[src/hw/rtl/assert_macros.svh]
`ifndef ASSERT_MACROS_SVH
`define ASSERT_MACROS_SVH

// Clocked check, switched off while reset is high.
`define ASSERT_CLK(label, prop, msg) \
   label: assert property (@(posedge clock) disable iff (reset) (prop)) \
      else $error(msg);

// Condition that must never be seen at a clock edge.
`define ASSERT_NEVER(label, cond, msg) \
   `ASSERT_CLK(label, !(cond), msg)

`endif

[src/hw/rtl/slfe_ram.sv]
`default_nettype none

module slfe_ram #(
   parameter int WIDTH = 8,
   parameter int DEPTH = 16
) (
   input  logic                     clock,
   input  logic                     wr_en,
   input  logic [$clog2(DEPTH)-1:0] wr_addr,
   input  logic [WIDTH-1:0]         wr_data,
   input  logic [$clog2(DEPTH)-1:0] rd_addr,
   output logic [WIDTH-1:0]         rd_data
);

   logic [WIDTH-1:0] mem_ff [DEPTH];

   always_ff @(posedge clock) begin
      if (wr_en) begin
         mem_ff[wr_addr] <= wr_data;
      end
      rd_data <= mem_ff[rd_addr];
   end

endmodule

`default_nettype wire

[config.mk]
export PLATFORM = sky130hd
export DESIGN_NAME = slfe_ram
export DESIGN_NICKNAME = d
export VERILOG_FILES = /design/src/hw/rtl/assert_macros.svh /design/src/hw/rtl/slfe_ram.sv
export SDC_FILE = /design/constraint.sdc
export NUM_CORES = 1
export LEC_CHECK = 0
export BUFFER_PORTS_ARGS = -buffer_cell sky130_fd_sc_hd__buf_2
export CELL_PAD_IN_SITES_DETAIL_PLACEMENT = 1
export CELL_PAD_IN_SITES_GLOBAL_PLACEMENT = 2
export CORE_MARGIN = 1
export CORE_UTILIZATION = 35
export CTS_CLUSTER_DIAMETER = 40
export CTS_CLUSTER_SIZE = 20
export DETAILED_ROUTE_END_ITERATION = 8
export PLACE_DENSITY = 0.71
export SYNTH_ARGS = -nofsm -noshare
export SYNTH_HDL_FRONTEND = slang
export SYNTH_SLANG_ARGS = --single-unit
[constraint.sdc]
create_clock -name clock -period 2.3 [get_ports clock]
set_clock_uncertainty 0.2 [all_clocks]
set_input_delay 0.23 -clock clock [delete_from_list [all_inputs] [get_ports clock]]
set_output_delay 0.23 -clock clock [all_outputs]
set_load 0.02 [all_outputs]
=== Word-level counts from Yosys, hierarchy flattened ===
Memory sizes are Yosys's and may differ from the RTL's. A register that Yosys moved wholly into a read port is not among the register bits.
Index checks and enable logic that the tools add are counted.
Widths: inputs -> output; s select.

* Memories: 1
* Bits in registers: 0
* Output and inout port bits: 8
* Bits in writable memories: 128
* Logic and storage cells: 3

* Multiplexer cells: 2

{| class="wikitable"
|+ Memories
! memory !! depth !! bits a word !! read ports !! clocked after Yosys merged registers in !! wr ports !! RTL line !! source
|-
| mem_ff || 16 || 8 || 1 || 1 || 1 || slfe_ram.sv:15 || <nowiki>logic [WIDTH-1:0] mem_ff [DEPTH];</nowiki>
|}

{| class="wikitable"
|+ Operator list
! cell !! number
|-
| $mux 1 || 2
|}

=== Logic depth before layout (Yosys ltp) ===
* Depth after elaboration: 2
* Gate-level depth with buffers: 5
* Depth with buffers taken out: 3

=== Worst setup path after synthesis ===
No wires, ideal clock.

* Kind: input-to-reg
* Start: input port wr_addr[2]
* End: memory mem_ff[0][0] (enable)
* Stages: 2
* Arrival: 1,340 ps
* Path slack: 377 ps
* Required time: 1,717 ps
* Path buffers: 0
* Path through: or3b_2 -> nor3_1

{| class="wikitable"
|+ RTL lines
! what !! RTL line !! source
|-
| start, declared || slfe_ram.sv:9 || <nowiki>input logic [$clog2(DEPTH)-1:0] wr_addr,</nowiki>
|-
| end, declared || slfe_ram.sv:15 ||
|}

Straight into the memory's write port.

==> flow_summary.toml <==
[floorplanning]
die_y_microns = 123
die_w_microns = 123
io_pins = 26
num_rows = 43
die_area_sq_um = 15200
initial_core_util_pct = 36.5
core_area_sq_um = 14100

[placed_design]
port_buffers = 25
hpwl_mm = 7.02
dpl.cell_count = 450
gp_congestion = 0.688

[timing]
fin_crit_sh_pct = 71.1
holdWs_ns = 0.0125
fin_setup_tns_ns = 0
tightest_slew_ns = 0.395
rsz0062_at_grt = "false"
post-route-min-period_ns = 1.63
max_freq_mhz = 612
hold_violations = 0
maxSlewViolCount = 0
setup_viol = 0
slew_headroom_pct = 73.6

[final_layout]
fin_nets = 310
multiInputGateArea_sq_um = 1060
layout.cells.non_filler = 485
final_layout_size_suffix_gt1_share_pct = 32.8
num_antenna_cells = 0
register_area_sq_um = 4000
synthToLayoutAreaGrowth_pct = 22.1
post-route-util_pct = 44.6
fillers = 1329

[synth]
ys_seq_area_share_pct = 77.8
synth.most_common_cell = "edfxtp_1"
synthCells = 229
synth_edf_count = 128
synth_top_cells_by_count = "edfxtp_1 (128), mux4_2 (18), a22oi_1 (16)"
async_flop_share_pct = 0
synth.avg_cell_area_sq_um = 22.5
synth.area.top_cells = "edfxtp_1 (75%), mux4_2 (7.9%), mux4_1 (7.1%)"
syn_nets = 247
mappedNetlistArea_sq_um = 5150
yosysWarnings = 0
synth_top_area_share_pct = 74.7
yosysUniqueCellTypes = 19
ys.flop_type = "edfxtp_1"
synth_top_area_cell = "edfxtp_1"
yosys_register_bits = 136

[detailed_routing]
via_per_inst = 5.10
dr.pass1.iters = 4
ant_nets = 0
drtIter0Drc = 242
drt-total-wl_mm = 10.8
wire_per_inst_microns = 22.3
route.vias.total = 2475
route.detailed.drc = 0

[worst_setup_path]
ff2ff_path_depth = 3
start_kind = "input port"
crit_path_end_kind = "register"
crit_family = "multiplexers"
r2r_end = "rd_data[3]"
crit_fanout = 20
timing.critical_path.arrival_ns = 1.72
path_depth = 5
slowest_stage = "mux4_1"
crit_path_end = "rd_data[3]"
crit_chain = "buf_2, buf_12, mux4_1, a22oi_1, nand2_1"
rr_startpoint = "mem_ff[8][3]"
worstSetupStartpoint = "rd_addr[0]"
cp_num_buf_inv = 2
r2r_setup_slack_ns = 0.70
max_stage_delay_ns = 0.59
cp_data_required_time_ns = 2.39
critPathKind = "input port to register"

[clock_network]
clk_latency_ns = 0.41
cts_resized = 0
cts_tree = "built"
clock-sinks = 136
cts_htree_levels = 4
clkTransAtPathRegs_ns = 0.06
clock_tree.buffer_depth = 2
root_buffer = "clkbuf_16"
numCtsBuffers = 17

[power]
p_per_area_nw_per_um2 = 950
irDropWorstVdd_mv = 0.528
leakage_nw = 2.15

[global_route]
grt_pass1_vias = 2727
gr-usage-all-layers_pct = 15.7
grt_pass1_wl_mm = 15.9
grt_max_degree = 21
antenna_found_initial = 0
overflow = 0

[hold_path]
hold_depth = 1
min_path_type = "input port to register"

[job]
cap_violations = 0

[status]
status = "finished, final reports clean"
-- registers in the layout, indices dropped and copies added, names as in the netlist --
signal,cells
rd_data,8
mem_ff,128
-- worst register-to-register path, stage by stage (launching register included) --
cell and delay, ns:
edfxtp_1 0.37, mux4_1 0.52, a22oi_1 0.32, nand2_1 0.08
-- stage by stage --
stage | cell area (sq um) | setup WS, ns | total power (W)
2_1_floorplan | 5150 | 0.377 | 0.00300
3_3_place_gp | 5620 | 0.230 | 0.00312
3_5_place_dp | 5620 | 0.213 | 0.00313
4_1_cts | 6280 | 0.648 | 0.00603
5_1_grt | 6280 | 0.654 | 0.00615
6_report | 6280 | 0.666 | 0.00597
-- worst min path at each step --
stage / slack [ns] / endpoint / startpoint
final: 0.01 / mem_ff[7][1] / wr_data[1]
after CTS: 0.007 / mem_ff[5][2] / wr_data[2]
after detailed placement: 0.43 / mem_ff[12][7] / wr_data[7]
after global routing: 0.01 / mem_ff[7][1] / wr_data[1]
after floorplan: 0.13 / mem_ff[0][0] / wr_data[0]
after global placement: 0.41 / mem_ff[14][5] / wr_data[5]
-- timing repair --
action,CTS,global route
setup buffers,0,0
hold endpoints to repair,17,0
endpoints found under the setup margin,0,0
hold buffers,3,0
-- layer usage --
metal,vias to the layer above,track usage [%],routed length [microns]
met5,-,0,0
met4,0,7.08,133
met3,11,3.41,378
met2,46,26.5,5660
met1,1321,19.3,4660
li1,1097,-,-
-- placed cells by master, fill, tap and decap left out --
cell type	instances
a22oi_1	16
and2_1	1
and2b_1	1
buf_12	1
buf_2	25
buf_4	25
bufinv_16	5
clkbuf_1	2
clkbuf_16	17
clkinv_2	4
clkinv_4	2
clkinvlp_4	2
dfxtp_1	8
dlygate4sd3_1	3
edfxtp_1	128
mux4_1	14
mux4_2	18
nand2_1	9
nand2b_1	2
nand3_1	1
nand3b_1	2
nor2_1	13
nor2b_1	1
nor3_1	4
or3b_2	1
-- report_power, final --
group          internal, W  switching [W]  total [W]
Sequential         0.00277      0.0000220    0.00279
Clock              0.00192       0.000978    0.00289
Combinational     0.000120       0.000163   0.000284
-- layout make-up --
| class | count | area share, % |
|---|---|---|
| Timing Repair Buffer | 54 | 5.77 |
| Clock inverter | 13 | 3.23 |
| Tap cell | 180 | 3.58 |
| Clock buffer | 19 | 6.89 |
| Multi-Input combinational cell | 83 | 16.8 |
| Sequential cell | 136 | 63.7 |
-- kinds of logic after synthesis --
logic type	Yosys count	synth area share, %
buffers and inverters	10	1.68
and+or+nand+nor	35	3.18
muxes	32	15.0
DFF	136	77.8
AOI/OAI and AO/OA	16	2.33
(Power assumes the default switching activity.)
