### config.mk
export PLATFORM = sky130hd
export DESIGN_NAME = slfe_queue
export DESIGN_NICKNAME = d
export VERILOG_FILES = /design/src/hw/rtl/slfe_pkg.sv /design/src/hw/rtl/slfe_queue.sv
export VERILOG_INCLUDE_DIRS = /design/src /design/src/hw/rtl
export SDC_FILE = /design/constraint.sdc
export NUM_CORES = 1
export LEC_CHECK = 0
export BUFFER_PORTS_ARGS = -buffer_cell sky130_fd_sc_hd__buf_2
export CAP_MARGIN = 30
export CORE_ASPECT_RATIO = 0.8
export CORE_UTILIZATION = 50
export CTS_CLUSTER_SIZE = 24
export DETAILED_ROUTE_END_ITERATION = 8
export PLACE_DENSITY = 0.85
export SYNTH_ARGS = -nofsm -noshare
export SYNTH_HDL_FRONTEND = slang
export SYNTH_SLANG_ARGS = --single-unit
export TNS_END_PERCENT = 10
### constraint.sdc
create_clock -name clock -period 1.5 [get_ports clock]
set_clock_uncertainty 0.2 [all_clocks]
set_input_delay 0.075 -clock clock [delete_from_list [all_inputs] [get_ports clock]]
set_output_delay 0.075 -clock clock [all_outputs]
set_load 0.01 [all_outputs]
### src/hw/rtl/assert_macros.svh
`ifndef ASSERT_MACROS_SVH
`define ASSERT_MACROS_SVH

// Clocked check, switched off while reset is high.
`define ASSERT_CLK(label, prop, msg) \
   label: assert property (@(posedge clock) disable iff (reset) (prop)) \
      else $error(msg);

// Condition that must never be seen at a clock edge.
`define ASSERT_NEVER(label, cond, msg) \
   `ASSERT_CLK(label, !(cond), msg)

`endif

### src/hw/rtl/slfe_pkg.sv
`default_nettype none

package slfe_pkg;

   localparam int MAX_POINTS = 64;
   localparam int COORD_BITS = 16;
   localparam int FRAC_BITS  = 16;

   // port field widths
   localparam int FIELD_W     = 16;
   localparam int SEG_W       = 6;
   localparam int ERR_W       = 48;
   localparam int STAT_W      = 2;
   localparam int IN_DATA_W   = ((2 * FIELD_W + 7) / 8) * 8;
   localparam int IN_USER_W   = 1;
   localparam int OUT_DATA_W  = ((2 * SEG_W + ERR_W + 7) / 8) * 8;
   localparam int OUT_PAD_W   = OUT_DATA_W - 2 * SEG_W - ERR_W;
   localparam int OUT_USER_W  = STAT_W;

   localparam int CNT_W = $clog2(MAX_POINTS + 1);
   localparam int IDX_W = $clog2(MAX_POINTS);

   // prefix sum widths
   localparam int PS_W  = COORD_BITS + IDX_W + 1;
   localparam int PXY_W = 2 * COORD_BITS + IDX_W;
   localparam int PSQ_W = 2 * COORD_BITS + IDX_W - 1;
   localparam int RAM_W = 2 * PS_W + PXY_W + 2 * PSQ_W;

   // fit arithmetic
   localparam int OP_W    = 2 * COORD_BITS + 2 * CNT_W + 2;
   localparam int HALF_W  = OP_W / 2;
   localparam int PROD_W  = 2 * HALF_W + 2;
   localparam int ACC_W   = 2 * OP_W;
   localparam int DIV_W   = ACC_W + FRAC_BITS + 1;
   localparam int REM_W   = ACC_W + 2;
   localparam int QCNT_W  = $clog2(ERR_W + 1);
   localparam int NUM_PROD  = 9;
   localparam int STEP_LAST = NUM_PROD * 4 - 1;
   localparam int STEP_W    = $clog2(NUM_PROD * 4);
   localparam int PIDX_W    = STEP_W - 2;

   localparam int QUEUE_DEPTH = 4;
   localparam int QPTR_W      = $clog2(QUEUE_DEPTH);

   typedef enum logic [STAT_W-1:0] {
      ST_OK       = 2'd0,
      ST_VERTICAL = 2'd1,
      ST_ORDER    = 2'd2,
      ST_FULL     = 2'd3
   } status_type;

   typedef enum logic [1:0] {
      JOB_FIT,
      JOB_ORDER,
      JOB_FULL
   } job_kind_type;

   typedef struct packed {
      job_kind_type     kind;
      logic [IDX_W-1:0] j;
   } job_type;

   typedef struct packed {
      logic full;
      logic empty;
   } queue_stat_type;

   typedef struct packed {
      logic [PS_W-1:0]  sx;
      logic [PS_W-1:0]  sy;
      logic [PXY_W-1:0] sxy;
      logic [PSQ_W-1:0] sxx;
      logic [PSQ_W-1:0] syy;
   } prefix_type;

   typedef enum logic [3:0] {
      OPD_N, OPD_SX, OPD_SY, OPD_SXY, OPD_SXX, OPD_SYY, OPD_D, OPD_NN, OPD_V
   } operand_type;

   typedef enum logic [2:0] {
      DST_D, DST_N, DST_V, DST_NUM, DST_DEN
   } dest_type;

   typedef struct packed {
      operand_type a;
      operand_type b;
      logic        sub;
      logic        first;
      logic        last;
      dest_type    dest;
   } mac_op_type;

   typedef struct packed {
      logic       valid;
      logic       sub;
      logic       first;
      logic       last;
      dest_type   dest;
      logic [1:0] sh;
   } prod_tag_type;

   typedef enum logic [3:0] {
      B_IDLE, B_READJ, B_GRABJ, B_READI, B_SUMS, B_MAC, B_DRAIN,
      B_PREP, B_CHECK, B_DIV, B_EMIT
   } back_state_type;

   // D = n*Sxx - Sx^2, N = n*Sxy - Sx*Sy, V = n*Syy - Sy^2, DEN = n*D, NUM = V*D - N^2
   // a result is written after its last partial, so DEN sits between V and its use
   function automatic mac_op_type mac_op(input logic [PIDX_W-1:0] idx);
      mac_op_type op;
      op = '{a: OPD_N, b: OPD_N, sub: 1'b0, first: 1'b1, last: 1'b1, dest: DST_DEN};
      unique case (idx)
         PIDX_W'(0): op = '{OPD_N,  OPD_SXX, 1'b0, 1'b1, 1'b0, DST_D};
         PIDX_W'(1): op = '{OPD_SX, OPD_SX,  1'b1, 1'b0, 1'b1, DST_D};
         PIDX_W'(2): op = '{OPD_N,  OPD_SXY, 1'b0, 1'b1, 1'b0, DST_N};
         PIDX_W'(3): op = '{OPD_SX, OPD_SY,  1'b1, 1'b0, 1'b1, DST_N};
         PIDX_W'(4): op = '{OPD_N,  OPD_SYY, 1'b0, 1'b1, 1'b0, DST_V};
         PIDX_W'(5): op = '{OPD_SY, OPD_SY,  1'b1, 1'b0, 1'b1, DST_V};
         PIDX_W'(6): op = '{OPD_N,  OPD_D,   1'b0, 1'b1, 1'b1, DST_DEN};
         PIDX_W'(7): op = '{OPD_V,  OPD_D,   1'b0, 1'b1, 1'b0, DST_NUM};
         PIDX_W'(8): op = '{OPD_NN, OPD_NN,  1'b1, 1'b0, 1'b1, DST_NUM};
         default:    op = '{OPD_N,  OPD_N,   1'b0, 1'b1, 1'b1, DST_DEN};
      endcase
      return op;
   endfunction

endpackage

`default_nettype wire

### src/hw/rtl/slfe_queue.sv
`default_nettype none
`include "assert_macros.svh"

module slfe_queue (
   input  logic                      clock,
   input  logic                      reset,
   input  logic                      push,
   input  slfe_pkg::job_type         push_job,
   input  logic                      pop,
   output slfe_pkg::job_type         head_job,
   output slfe_pkg::queue_stat_type  qstat
);
   import slfe_pkg::*;

   job_type            mem_ff [QUEUE_DEPTH];
   logic [QPTR_W-1:0]  wr_ptr_ff;
   logic [QPTR_W-1:0]  rd_ptr_ff;
   logic [QPTR_W:0]    count_ff;

   assign head_job    = mem_ff[rd_ptr_ff];
   assign qstat.full  = (count_ff == (QPTR_W+1)'(QUEUE_DEPTH));
   assign qstat.empty = (count_ff == '0);

   always_ff @(posedge clock) begin
      if (reset) begin
         wr_ptr_ff <= '0;
         rd_ptr_ff <= '0;
         count_ff  <= '0;
      end else begin
         if (push) begin
            wr_ptr_ff <= wr_ptr_ff + QPTR_W'(1);
         end
         if (pop) begin
            rd_ptr_ff <= rd_ptr_ff + QPTR_W'(1);
         end
         if (push && !pop) begin
            count_ff <= count_ff + (QPTR_W+1)'(1);
         end else if (pop && !push) begin
            count_ff <= count_ff - (QPTR_W+1)'(1);
         end
      end
   end

   always_ff @(posedge clock) begin
      if (push) begin
         mem_ff[wr_ptr_ff] <= push_job;
      end
   end

   `ASSERT_NEVER(a_queue_overflow, push && qstat.full, "job pushed into a full queue")
   `ASSERT_NEVER(a_queue_underflow, pop && qstat.empty, "job popped from an empty queue")

endmodule

`default_nettype wire

* Word level (Yosys, flattened, before mapping) *
Memory sizes are Yosys's and may differ from the RTL's. A register that Yosys moved wholly into a read port is not among the register bits.
Cells that the tools add are included.

cells by class
  bitwise gates (word level) = 0
  multiplexer cells = 6
  multipliers = 0
  shift-type cells = 0
  order comparisons = 0
  equality and inequality tests = 1
  add/sub/neg operators = 4
  divide/modulo/power cells = 0
  reduce and logical (&&, ||, !) cells = 6

operators with widths
  kind                                               count
  2-to-1 mux 3 bit                                   2
  adder 2 x 1 -> 2 bit (second input constant)       2
  2-to-1 mux 2 bit                                   2
  adder 3 x 1 -> 3 bit (second input constant)       1
  == test 3 bit (second input constant)              1
  logical NOT 3 bit                                  1
  subtractor 3 x 1 -> 3 bit (second input constant)  1
  logical AND 1 bit                                  2
  logical NOT 1 bit                                  2
  2-to-1 mux 1 bit                                   2
  nonzero test 2 bit                                 1

word-level totals
  memories kept = 1
  RAM bits = 32
  word-level logic and storage cells = 21
  bits in latches = 0
  output and inout port bits = 10
  flip-flop bits (word level) = 7
  ROM bits = 0
  input port bits = 12

memory list
  memory  depth  bits a word  read ports  clocked after memory_dff  write ports  RTL line          RTL
  mem_ff  4      8            1           1                         1            slfe_queue.sv:15  job_type mem_ff [QUEUE_DEPTH];

* Depth between registers and ports, before layout *
  depth after elaboration = 4
  gate-level depth with buffers = 7
  depth with buffers taken out = 7

* Worst setup path before layout *
No wires, ideal clock.

  path type = reg-to-reg
  start point = register count_ff[0]
  end point = register count_ff[2]
  path slack = -0.111 ns
  setup time = 0.070 ns
  cell stages (with the launch flop) = 5
  period minus slack after synthesis = 1.611 ns
  path buffers = 0
  data arrival time = 1.341 ns
  data required time = 1.230 ns
  cell sequence = dfxtp_1 > fa_1 > xor2_1 > or3_1 > a21oi_1

between the ends
  word-level cells in the longest chain between the ends = 3
  elaborated cells between the ends (all ways) = 4
  those cells by class = add/sub: 2; mux: 2

ends and longest elaborated chain
  element                    RTL line          RTL
  from (decl)                slfe_queue.sv:18  logic [QPTR_W:0] count_ff;
  from (signal assigned)     slfe_queue.sv:37  count_ff <= count_ff + (QPTR_W+1)'(1);
  from (signal assigned)     slfe_queue.sv:39  count_ff <= count_ff - (QPTR_W+1)'(1);
  subtractor 3 x 1 -> 3 bit  slfe_queue.sv:39
  2-to-1 mux 3 bit           slfe_queue.sv:38  end else if (pop && !push) begin
  2-to-1 mux 3 bit *         slfe_queue.sv:36  if (push && !pop) begin

Every way passes the cells marked *; elsewhere a longest branch is shown, timed or not. The select of a mux whose other input is x is not followed.
A chain may end at the register's enable or synchronous reset.

==> results.toml <==
[cells_and_area]
final_util = 0.730
layout.nets = 150
num-fill-cells = 188
antenna_cells = 0
drive_gt1_frac = 0.429
syn_to_final_growth_pct = 33.1

[clocking]
clockRootBuffer = "clkbuf_8"
cts_setup_buffers = 0
clkTransAtPathRegs_ps = 70
insertion_delay_ps = 280
cts_buffer_depth = 2
cts-buffers-inserted = 5
cts_sinks = 41
h-tree-depth = 2
tritoncts = "done"

[logic_synthesis]
synth_area_leaders = "edfxtp_1, dfxtp_1, mux4_2"
ys_seq_elements = 41
yosys-top-cells-count = "edfxtp_1, dfxtp_1, mux4_2"
ys.flop_type = "edfxtp_1"
seq_area_frac_synth = 0.719
ys_types = 20
syn_inst = 86
netlist.area_leader.share = 0.606
syn_area_per_cell_sq_um = 18.4
synthArstFlopShare = 0
syn-num-nets = 104
synth_top_area_cell = "edfxtp_1"
yosys_warnings = 0
synth_edf_count = 32
yosysMostFrequentCell = "edfxtp_1"
netlist_area_sq_um = 1590

[die]
die_h_microns = 52.4
initial_utilization = 0.548
fp.dieW_microns = 65.0
core_area_sq_um = 2890
boundaryPins = 22
die_area_sq_um = 3400
rows = 17

[drt]
drt-total-wl_microns = 2740
dr.first_iter.drc_count = 27
drc_errors = 0
vias = 884
vias_per_cell = 5.17
ant_nets = 0
avgRoutedWirePerCell_microns = 16.0
firstDrtPassIters = 4

[hold_path]
min_to = "rd_ptr_ff[0]$_SDFFE_PP0P_"
min_path_type = "in2reg"
min_path_cells = 4
worstHoldStart = "pop"

[critical_path]
worstSetupEndpointType = "primary output"
cp.required_ps = 1220
r2r_cells = 4
rrSetupSlack_ps = -140
path_max_fanout = 8
setup.worst_path.start_class = "flop"
r2r_end = "count_ff[2]$_SDFFE_PP0P_"
cp.arrival_ps = 1430
crit-reg2reg-launch = "count_ff[1]$_SDFFE_PP0P_"
crit_type = "reg2out"

[place]
globalplace.congestion = 0.666
port_buffers = 21
hpwl_microns = 1820

[timing]
max_slew_margin = 0.853
worst_pin_slew_ps = 219
period_share = 1.13
finalSetupViolCount = 9
layout_min_cycle_time_ps = 1700
hold_viol = 0
drv_slew = 0
setup_ws_ps = -201
fmax_ghz = 0.588
holdWs_ps = 18.2
grt_setup_unrepaired = "true"

[job]
max_cap_violations = 0

[global_routing]
grt_overflow_total = 0
grtUsageTotal = 0.195
grt_pass1_wl_microns = 4500
grt_max_degree = 14
grt_antenna_before_repair = 0
grt_pass1_vias = 952

[outcome]
outcome = "finished, violations left"
violations = "setup timing"

[pwr]
ir_worst_vdd_v = 0.000772
pwr-share-clk = 0.322
p_per_area_nw_per_um2 = 1230
netSwitchingFraction = 0.217
p_leak_nw = 0.798
p_int_mw = 2.04
seq_power_share = 0.513
combinationalPowerShare = 0.166
p_switching_mw = 0.565
power_mw = 2.60
==> layout by cell type, fill, tap and decap left out <==
cell / synthesis / final
a21oi_2: 0 / 1
and2_1: 4 / 4
buf_12: 0 / 3
buf_2: 0 / 14
buf_4: 0 / 9
buf_6: 1 / 7
bufinv_16: 0 / 1
clkbuf_1: 1 / 1
clkbuf_8: 0 / 5
clkinv_2: 0 / 1
dfxtp_1: 9 / 5
dfxtp_2: 0 / 4
dlygate4sd3_1: 0 / 9
edfxtp_1: 32 / 32
fa_2: 0 / 1
ha_1: 5 / 4
ha_4: 0 / 1
inv_1: 4 / 2
inv_2: 0 / 2
mux2i_1: 2 / 2
mux4_2: 8 / 8
nand2_1: 1 / 1
nor2_1: 7 / 7
nor3_1: 1 / 1
nor3b_1: 1 / 1
o21ai_0: 1 / 1
or3_1: 1 / 1
xnor2_1: 2 / 2
xor2_1: 3 / 3
==> sequential cells by signal, summed over array words and instances (netlist names), named ones only <==
signal and flops:
count_ff 3, mem_ff 32, rd_ptr_ff 2, wr_ptr_ff 2
==> power groups by stage <==
stage	Clock [mW]	Combinational, mW	Sequential [mW]
2_1_floorplan	0	0.204	1.35
3_3_place_gp	0	0.349	1.35
3_5_place_dp	0	0.366	1.36
4_1_cts	0.853	0.409	1.33
5_1_grt	0.893	0.470	1.34
6_report	0.838	0.431	1.33
==> worst max-delay path, cell delays in order, from the launching register on <==
cell	delay, ps
dfxtp_2	340
buf_12	140
mux4_2	520
buf_6	140
==> through the flow <==
stage	setup slack, ps	instance area (sq um)	TNS, ps	std cells
floorplan	-15.5	1600	-15.5	86
global placement	-132	1860	-132	154
detailed placement	-219	1860	-219	154
CTS	-215	2090	-1690	171
global route	-246	2110	-2030	171
finish	-201	2110	-1630	171
==> worst max path at each step <==
| stage | cells after the start | end | slack, ps |
|---|---|---|---|
| 6_report | 3 | head_job[3] | -200 |
| 5_1_grt | 3 | head_job[3] | -250 |
| 4_1_cts | 3 | head_job[6] | -210 |
| 3_5_place_dp | 8 | count_ff[2]$_SDFFE_PP0P_ | -220 |
| 3_3_place_gp | 8 | count_ff[2]$_SDFFE_PP0P_ | -130 |
| 2_1_floorplan | 4 | count_ff[2]$_SDFFE_PP0P_ | -20 |
==> logic make-up (layout without fill, tap and decap cells) <==
logic type	Yosys count	count (layout)	synth area share
muxes	10	10	0.126
adders and majority gates	6	6	0.0521
buffers and inverters	7	54	0.0221
AOI/OAI and AO/OA	2	2	0.00630
DFF	41	41	0.719
and+or+nand+nor	15	15	0.0465
xor gates and xnor gates	5	5	0.0276
==> repair_timing <==
item / 4_1_cts / 5_1_grt
hold buffers: 9 / 0
pin swaps: 0 / 0
endpoints found under the hold margin: 41 / 0
endpoints found under the setup margin: 9 / 25
gates resized for setup: 5 / 5
gates cloned: 0 / 0
==> cell type report <==
type	count	area [sq um]	share of cell area
Sequential cell	41	1150	0.543
Multi-Input combinational cell	38	429	0.203
Timing Repair Buffer	42	367	0.174
Clock buffer	6	72.6	0.0344
Tap cell	38	47.5	0.0225
Clock inverter	2	35.0	0.0166
Inverter	4	15.0	0.00711
==> layer usage <==
layer | share of wire | global-route usage | vias up
met5 | 0 | 0 | -
met4 | 0.013 | 0.0778 | 0
met3 | 0.049 | 0.0457 | 6
met2 | 0.49 | 0.330 | 24
met1 | 0.44 | 0.246 | 441
li1 | - | - | 413
Power figures use the tool's default switching activity.
