--- src/hw/rtl/assert_macros.svh ---
`ifndef ASSERT_MACROS_SVH
`define ASSERT_MACROS_SVH

// Clocked check, switched off while reset is high.
`define ASSERT_CLK(label, prop, msg) \
   label: assert property (@(posedge clock) disable iff (reset) (prop)) \
      else $error(msg);

// Condition that must never be seen at a clock edge.
`define ASSERT_NEVER(label, cond, msg) \
   `ASSERT_CLK(label, !(cond), msg)

`endif

--- src/hw/rtl/slfe_pkg.sv ---
`default_nettype none

package slfe_pkg;

   localparam int MAX_POINTS = 64;
   localparam int COORD_BITS = 16;
   localparam int FRAC_BITS  = 16;

   // port field widths
   localparam int FIELD_W     = 16;
   localparam int SEG_W       = 6;
   localparam int ERR_W       = 48;
   localparam int STAT_W      = 2;
   localparam int IN_DATA_W   = ((2 * FIELD_W + 7) / 8) * 8;
   localparam int IN_USER_W   = 1;
   localparam int OUT_DATA_W  = ((2 * SEG_W + ERR_W + 7) / 8) * 8;
   localparam int OUT_PAD_W   = OUT_DATA_W - 2 * SEG_W - ERR_W;
   localparam int OUT_USER_W  = STAT_W;

   localparam int CNT_W = $clog2(MAX_POINTS + 1);
   localparam int IDX_W = $clog2(MAX_POINTS);

   // prefix sum widths
   localparam int PS_W  = COORD_BITS + IDX_W + 1;
   localparam int PXY_W = 2 * COORD_BITS + IDX_W;
   localparam int PSQ_W = 2 * COORD_BITS + IDX_W - 1;
   localparam int RAM_W = 2 * PS_W + PXY_W + 2 * PSQ_W;

   // fit arithmetic
   localparam int OP_W    = 2 * COORD_BITS + 2 * CNT_W + 2;
   localparam int HALF_W  = OP_W / 2;
   localparam int PROD_W  = 2 * HALF_W + 2;
   localparam int ACC_W   = 2 * OP_W;
   localparam int DIV_W   = ACC_W + FRAC_BITS + 1;
   localparam int REM_W   = ACC_W + 2;
   localparam int QCNT_W  = $clog2(ERR_W + 1);
   localparam int NUM_PROD  = 9;
   localparam int STEP_LAST = NUM_PROD * 4 - 1;
   localparam int STEP_W    = $clog2(NUM_PROD * 4);
   localparam int PIDX_W    = STEP_W - 2;

   localparam int QUEUE_DEPTH = 4;
   localparam int QPTR_W      = $clog2(QUEUE_DEPTH);

   typedef enum logic [STAT_W-1:0] {
      ST_OK       = 2'd0,
      ST_VERTICAL = 2'd1,
      ST_ORDER    = 2'd2,
      ST_FULL     = 2'd3
   } status_type;

   typedef enum logic [1:0] {
      JOB_FIT,
      JOB_ORDER,
      JOB_FULL
   } job_kind_type;

   typedef struct packed {
      job_kind_type     kind;
      logic [IDX_W-1:0] j;
   } job_type;

   typedef struct packed {
      logic full;
      logic empty;
   } queue_stat_type;

   typedef struct packed {
      logic [PS_W-1:0]  sx;
      logic [PS_W-1:0]  sy;
      logic [PXY_W-1:0] sxy;
      logic [PSQ_W-1:0] sxx;
      logic [PSQ_W-1:0] syy;
   } prefix_type;

   typedef enum logic [3:0] {
      OPD_N, OPD_SX, OPD_SY, OPD_SXY, OPD_SXX, OPD_SYY, OPD_D, OPD_NN, OPD_V
   } operand_type;

   typedef enum logic [2:0] {
      DST_D, DST_N, DST_V, DST_NUM, DST_DEN
   } dest_type;

   typedef struct packed {
      operand_type a;
      operand_type b;
      logic        sub;
      logic        first;
      logic        last;
      dest_type    dest;
   } mac_op_type;

   typedef struct packed {
      logic       valid;
      logic       sub;
      logic       first;
      logic       last;
      dest_type   dest;
      logic [1:0] sh;
   } prod_tag_type;

   typedef enum logic [3:0] {
      B_IDLE, B_READJ, B_GRABJ, B_READI, B_SUMS, B_MAC, B_DRAIN,
      B_PREP, B_CHECK, B_DIV, B_EMIT
   } back_state_type;

   // D = n*Sxx - Sx^2, N = n*Sxy - Sx*Sy, V = n*Syy - Sy^2, DEN = n*D, NUM = V*D - N^2
   // a result is written after its last partial, so DEN sits between V and its use
   function automatic mac_op_type mac_op(input logic [PIDX_W-1:0] idx);
      mac_op_type op;
      op = '{a: OPD_N, b: OPD_N, sub: 1'b0, first: 1'b1, last: 1'b1, dest: DST_DEN};
      unique case (idx)
         PIDX_W'(0): op = '{OPD_N,  OPD_SXX, 1'b0, 1'b1, 1'b0, DST_D};
         PIDX_W'(1): op = '{OPD_SX, OPD_SX,  1'b1, 1'b0, 1'b1, DST_D};
         PIDX_W'(2): op = '{OPD_N,  OPD_SXY, 1'b0, 1'b1, 1'b0, DST_N};
         PIDX_W'(3): op = '{OPD_SX, OPD_SY,  1'b1, 1'b0, 1'b1, DST_N};
         PIDX_W'(4): op = '{OPD_N,  OPD_SYY, 1'b0, 1'b1, 1'b0, DST_V};
         PIDX_W'(5): op = '{OPD_SY, OPD_SY,  1'b1, 1'b0, 1'b1, DST_V};
         PIDX_W'(6): op = '{OPD_N,  OPD_D,   1'b0, 1'b1, 1'b1, DST_DEN};
         PIDX_W'(7): op = '{OPD_V,  OPD_D,   1'b0, 1'b1, 1'b0, DST_NUM};
         PIDX_W'(8): op = '{OPD_NN, OPD_NN,  1'b1, 1'b0, 1'b1, DST_NUM};
         default:    op = '{OPD_N,  OPD_N,   1'b0, 1'b1, 1'b1, DST_DEN};
      endcase
      return op;
   endfunction

endpackage

`default_nettype wire

--- src/hw/rtl/slfe_front.sv ---
`default_nettype none

module slfe_front (
   input  logic                                clock,
   input  logic                                reset,
   input  logic                                req_tvalid,
   output logic                                req_tready,
   input  logic [slfe_pkg::IN_DATA_W-1:0]      req_tdata,  // [15:0] coord_x, [31:16] coord_y
   input  logic [slfe_pkg::IN_USER_W-1:0]      req_tuser,  // [0] first
   output logic                                push,
   output slfe_pkg::job_type                   push_job,
   input  slfe_pkg::queue_stat_type            qstat,
   input  logic                                back_idle,
   output logic                                wr_en,
   output logic [slfe_pkg::IDX_W-1:0]          wr_addr,
   output slfe_pkg::prefix_type                wr_data
);
   import slfe_pkg::*;

   logic                          hold_valid_ff;
   logic                          hold_first_ff;
   logic signed [COORD_BITS-1:0]  hold_x_ff;
   logic signed [COORD_BITS-1:0]  hold_y_ff;
   logic [CNT_W-1:0]              count_ff;
   logic signed [COORD_BITS-1:0]  prev_x_ff;
   logic signed [COORD_BITS-1:0]  prev_y_ff;
   prefix_type                    run_ff;

   logic                          go;
   logic [CNT_W-1:0]              cnt_eff;
   logic                          is_full;
   logic                          is_order;
   logic signed [2*COORD_BITS-1:0] prod_xy;
   logic signed [2*COORD_BITS-1:0] prod_xx;
   logic signed [2*COORD_BITS-1:0] prod_yy;
   prefix_type                    base;
   prefix_type                    next_prefix;

   // a new set waits until every job of the old set has left the back end
   assign go = hold_valid_ff && !qstat.full &&
               (!hold_first_ff || (qstat.empty && back_idle));
   assign req_tready = !hold_valid_ff || go;

   assign cnt_eff  = hold_first_ff ? '0 : count_ff;
   assign is_full  = (cnt_eff == CNT_W'(MAX_POINTS));
   assign is_order = (cnt_eff != '0) &&
                     ((hold_x_ff < prev_x_ff) ||
                      ((hold_x_ff == prev_x_ff) && (hold_y_ff < prev_y_ff)));

   assign prod_xy = hold_x_ff * hold_y_ff;
   assign prod_xx = hold_x_ff * hold_x_ff;
   assign prod_yy = hold_y_ff * hold_y_ff;

   always_comb begin
      base = (cnt_eff == '0) ? '0 : run_ff;
      next_prefix.sx  = $signed(base.sx)  + PS_W'(hold_x_ff);
      next_prefix.sy  = $signed(base.sy)  + PS_W'(hold_y_ff);
      next_prefix.sxy = $signed(base.sxy) + PXY_W'(prod_xy);
      next_prefix.sxx = base.sxx + PSQ_W'($unsigned(prod_xx));
      next_prefix.syy = base.syy + PSQ_W'($unsigned(prod_yy));
   end

   assign wr_en   = go && !is_full && !is_order;
   assign wr_addr = IDX_W'(cnt_eff);
   assign wr_data = next_prefix;

   // the first point of a set is stored without any result
   assign push = go && (is_full || is_order || (cnt_eff != '0));

   always_comb begin
      push_job.j = IDX_W'(cnt_eff);
      if (is_full) begin
         push_job.kind = JOB_FULL;
         push_job.j    = '0;
      end else if (is_order) begin
         push_job.kind = JOB_ORDER;
         push_job.j    = '0;
      end else begin
         push_job.kind = JOB_FIT;
      end
   end

   always_ff @(posedge clock) begin
      if (reset) begin
         hold_valid_ff <= 1'b0;
         count_ff      <= '0;
         prev_x_ff     <= '0;
         prev_y_ff     <= '0;
      end else begin
         if (req_tvalid && req_tready) begin
            hold_valid_ff <= 1'b1;
         end else if (go) begin
            hold_valid_ff <= 1'b0;
         end
         if (wr_en) begin
            count_ff  <= cnt_eff + CNT_W'(1);
            prev_x_ff <= hold_x_ff;
            prev_y_ff <= hold_y_ff;
         end
      end
   end

   always_ff @(posedge clock) begin
      if (req_tvalid && req_tready) begin
         hold_first_ff <= req_tuser[0];
         hold_x_ff     <= req_tdata[COORD_BITS-1:0];
         hold_y_ff     <= req_tdata[FIELD_W+COORD_BITS-1:FIELD_W];
      end
      if (wr_en) begin
         run_ff <= next_prefix;
      end
   end

endmodule

`default_nettype wire

--- config.mk ---
export PLATFORM = sky130hd
export DESIGN_NAME = slfe_front
export DESIGN_NICKNAME = d
export VERILOG_FILES = /design/src/hw/rtl/assert_macros.svh /design/src/hw/rtl/slfe_pkg.sv /design/src/hw/rtl/slfe_front.sv
export SDC_FILE = /design/constraint.sdc
export NUM_CORES = 2
export LEC_CHECK = 0
export BUFFER_PORTS_ARGS = -buffer_cell sky130_fd_sc_hd__buf_4
export CAP_MARGIN = 10
export CORE_ASPECT_RATIO = 0.9
export CORE_UTILIZATION = 30
export DETAILED_ROUTE_END_ITERATION = 8
export PLACE_DENSITY = 0.53
export SYNTH_ARGS = -nofsm -noshare
export SYNTH_HDL_FRONTEND = slang
export SYNTH_SLANG_ARGS = --single-unit
--- constraint.sdc ---
create_clock -name clock -period 26.7 [get_ports clock]
set_input_delay 2.67 -clock clock [delete_from_list [all_inputs] [get_ports clock]]
set_output_delay 2.67 -clock clock [all_outputs]
set_load 0.01 [all_outputs]
* After elaboration in Yosys (flattened, before gate mapping)
Index checks and enable logic that the tools add are counted.
** Cells by class
- Magnitude comparators :: 2
- Equal/unequal tests :: 2
- Muxes and demuxes :: 7
- Multipliers :: 3
- $add $sub $neg :: 6
- Reduce and logical (&&, ||, !) cells :: 22
** Operators by type and width (number)
- 158-bit 2-to-1 mux :: 1
- 16-bit by 16-bit multiplier with 32-bit output :: 3
- 37-bit by 32-bit adder with 37-bit output :: 2
- 23-bit by 16-bit adder with 23-bit output :: 2
- 38-bit by 32-bit adder with 38-bit output :: 1
- 16-bit less-than comparator :: 2
- 16-bit equality test :: 1
- 1-bit logical AND :: 9
- 8-bit 2-to-1 mux :: 1
- 7-bit by 1-bit adder with 7-bit output, second input constant :: 1
- 7-bit equality test, second input constant :: 1
- 7-bit zero test :: 1
- 7-bit 2-to-1 mux :: 1
- 7-bit nonzero test :: 1
- 6-bit 2-to-1 mux :: 1
- 1-bit zero test :: 5
- 1-bit logical OR :: 5
- 1-bit 2-to-1 mux :: 3
- 2-bit nonzero test :: 1
** Word-level totals
- Register bits after elaboration :: 231
- Logic and storage cells :: 54
- Output and inout bits :: 175
- Input port bits :: 39

* Depth between registers and ports, before layout
- Depth in word-level cells :: 7
- Mapped depth :: 37
- Depth with buffers taken out :: 35

* Worst setup path after synthesis
Ideal clock, no wire load.
- Path type :: flip-flop to output port
- Start point :: register hold_y_ff[1]
- End point :: output port wr_data[34] (netlist bit)
- Data required time :: 24.030 ns
- Cell stages (with the launch flop) :: 36
- Slack :: 15.778 ns
- Arrival :: 8.252 ns
- Cells stage by stage :: edfxtp_1 clkbuf_1 inv_1 buf_1 nor2_1 fa_1 inv_1 fa_1 fa_1 inv_1 fa_1 fa_1 inv_1 fa_1 inv_1 ha_1 a21oi_1 nand2_1 a21oi_1 o21bai_1 o21ai_0 a21oi_1 or4_1 a31o_2 a21oi_1 xnor2_1 ha_1 a21o_1 nor3_1 a22o_1 o31ai_1 nand4_1 nand4b_1 a21oi_1 or3_1 a21oi_1
** RTL lines
- start, declared :: RTL line slfe_front.sv:23 : logic signed [COORD_BITS-1:0] hold_y_ff;
- start signal, assigned :: RTL line slfe_front.sv:107 : hold_y_ff <= req_tdata[FIELD_W+COORD_BITS-1:FIELD_W];
- end, declared :: RTL line slfe_front.sv:16 : output slfe_pkg::prefix_type wr_data

==> run summary <==
result of the run: finished, final reports clean
height of the die: 364 um
horizontal die dimension: 404 um
Tcrit/Tclk final: 47.5%
synthesized-area fraction occupied by xor and xnor cells: 4.37%
relative max-transition margin: 29.6%
reported max-cap violation count: 0
hold buffer count at CTS: 0
aggregate global routing overflow: 0
endpoint of the worst-slack reg-to-reg timing path: run_ff[72]
actual transition at the worst max-transition pin: 1060 ps
reg-to-reg slack, setup: 17210 ps
count of cells along the worst register-to-register path: 31
library cell with the largest summed area after synthesis: sky130_fd_sc_hd__fa_1
Hold Vio Cnt, Final: 0
post-route setup TNS: 0 ps
via count of the first global-routing pass: 32925
proportion of synthesized flip-flops having asynchronous set or reset: 0%
Reg2Reg Launch Point: hold_x_ff[1]
maximum clock skew at final layout: 34.5 ps
dominant combinational cell family by area after synthesis: adder cells
count of pins over their slew limit: 0
slowest cell delay on critical path: 540 ps
Diodes inserted: 0
M1 WL: 54500 um
count of antenna-violating nets left after detailed routing: 0
cell types occupying the most area after synthesis: sky130_fd_sc_hd__fa_1, sky130_fd_sc_hd__edfxtp_1, sky130_fd_sc_hd__ha_1
cell row count: 132
clock tree root buffer cell: sky130_fd_sc_hd__clkbuf_16
beginning of the worst hold path: prev_y_ff[4]
CTS clock-pin slew for the worst setup and hold paths: 60 ps
category of the worst setup path capture point: output port
wire length of the first global-routing pass: 186000 um
Hold Crit Endpoint: prev_y_ff[4]
post-synthesis sequential area ratio: 15.0%
Port-buffer cells: 213
largest net degree at the start of global routing: 130
Placed Cells incl. Taps: 6674
number of nets at the end of the flow: 6035
most frequent standard cell in the layout excluding fill and tap cells: sky130_fd_sc_hd__inv_1
DRC violations left: 0
most frequent cells in the layout: sky130_fd_sc_hd__inv_1, sky130_fd_sc_hd__fa_1, sky130_fd_sc_hd__nand2_1, sky130_fd_sc_hd__ha_1, sky130_fd_sc_hd__buf_4
kind of cell adding the most delay to the critical path: adder cells
fraction of final layout cells sized beyond drive strength 1: 7.51%
area share of fa/ha/maj cells after synthesis: 48.9%
Compound-Gate Fraction of Synth Area: 8.77%
setup fix buffers added after clock tree synthesis: 0
setup slack of the critical path after layout: 14020 ps
kind of critical path: reg -> out
Post-synth EDFFs: 191
highest routed layer: met5
final standard cell area without fillers: 48700 sq um
Synth Area in Simple Gates: 12.9%
via density per instance: 4.66
Finished Layout Cells: 6738
data arrival time of the critical path: 10010 ps
number of cells produced by synthesis: 4616
# H-tree levels: 2
Clock Latency Late Sink: 620 ps
Startpoint Class: flip-flop
fraction of synthesized area in multiplexers: 0.123%
count of distinct cell types in the synthesized netlist: 86
post-synth top area share: 36.6%
setup violation total in the final timing report: 0
post-place instance area: 47500 sq um
Tightest Hold Check Type: reg -> reg
required time reported for the critical path endpoint: 24030 ps
DIE AREA: 147000 sq um
length of the first detailed-routing pass in iterations: 5
setup repair after global routing missed its margin: no
Final GP Congestion: 0.849
net count of the mapped netlist: 5881
HPWL Detailed: 90400 um
post-detailed-routing wire length: 117000 um
highest net fanout along the worst path: 28
core footprint: 144000 sq um
area grow syn2layout: 11.6%
clock tree sinks: 231
count of pins on the block boundary: 214
number of instances resized during post-cts repair: 0
Avg Inst Size Synth: 9.46 sq um
CTS tree: built
worst setup slack before clock tree synthesis: 14720 ps
wire length on met3: 6960 um
Top FF cell, synth: sky130_fd_sc_hd__edfxtp_1
warning count from the yosys run: 0
global routing usage summed across all routing layers: 16.3%
number of buffers between clock root and the deepest sink: 3
count of buffer and inverter cells on the critical path: 7
detail-routed net length per standard cell: 17.4 um
Hold Path Depth: 2
number of antenna violations at the first check in global routing: 5
met2 wirelength from detailed routing: 53500 um
overall via count from detail_route: 31431
register bit count reported by yosys: 231
drt initial violations: 1632
Num CTS Buffers: 37
final critical-path required period: 12680 ps
netlist area before placement: 43700 sq um
Initial Utilization: 30.3%
slowest stage cell on the critical path: sky130_fd_sc_hd__o31ai_1
fmax: 78.9 MHz
==> how the worst max path moves through the flow <==
stage,start,to,cells past startpoint
final,hold_y_ff[1],wr_data[34],35
after global routing,hold_x_ff[1],wr_data[72],32
after CTS,hold_y_ff[1],wr_data[34],35
after detailed placement,hold_y_ff[1],wr_data[34],35
after global placement,hold_x_ff[1],wr_data[72],32
after floorplan,hold_y_ff[1],wr_data[34],35
==> registers in the layout, summed over array words and instances (netlist names) <==
name	flops
hold_first_ff	1
hold_y_ff	16
prev_x_ff	16
count_ff	7
hold_valid_ff	1
hold_x_ff	16
run_ff	158
prev_y_ff	16
==> cells by family (layout without fill, tap and decap cells) <==
logic type               after synthesis  after routing
buffers and inverters               1162           1341
AND/OR/NAND/NOR                     1183           1183
XOR/XNOR                             218            218
AO/OA/AOI/OAI                        591            591
adder cells (fa/ha/maj)             1226           1226
multiplexers                           5              5
flip-flops                           231            231
==> layer usage <==
metal	vias to the layer above	track usage (%)
met5	-	0
met4	6	3.50
met3	95	2.86
met2	709	25.9
met1	15911	22.9
li1	14710	-
==> worst min-delay path: stages (launching register included) <==
cell                      delay, ps
sky130_fd_sc_hd__dfxtp_1        310
sky130_fd_sc_hd__nand2_1         50
sky130_fd_sc_hd__a21oi_1         50
==> synthesized netlist by cell type, drive strengths merged, types with 5 or more instances <==
master / number
inv: 1006
fa: 798
nand2: 461
ha: 428
and2: 259
nor2: 237
a21oi: 201
edfxtp: 191
xnor2: 160
clkbuf: 133
a21o: 106
o21ai: 105
xor2: 58
nand3: 42
dfxtp: 40
nor2b: 40
nand2b: 38
o21a: 37
nor3: 34
nand4: 20
a31oi: 19
a211oi: 16
buf: 16
and3: 15
o21bai: 15
a31o: 13
o211ai: 13
nor4: 8
clkinv: 7
o31a: 6
or3: 6
a21boi: 5
o311ai: 5
==> stage by stage <==
| step | hold WS, ps | util (%) |
|---|---|---|
| 2_1_floorplan | 432 | - |
| 3_3_place_gp | 439 | 33.0 |
| 3_5_place_dp | 443 | 33.0 |
| 4_1_cts | 451 | 33.8 |
| 5_1_grt | 467 | 33.8 |
| 6_report | 450 | 33.8 |
==> layout make-up <==
type,count,area (sq um)
tap,1943,2430
timing repair buffer,264,1990
multi-input combinational,3223,32800
sequential,231,6540
fill,14862,95500
clock buffer,44,983
inverter,1013,3810
clock inverter,20,214
Power is left out: the tool's default activity adds up to more than one toggle a clock period on the data nets, which glitch-free logic cannot reach.
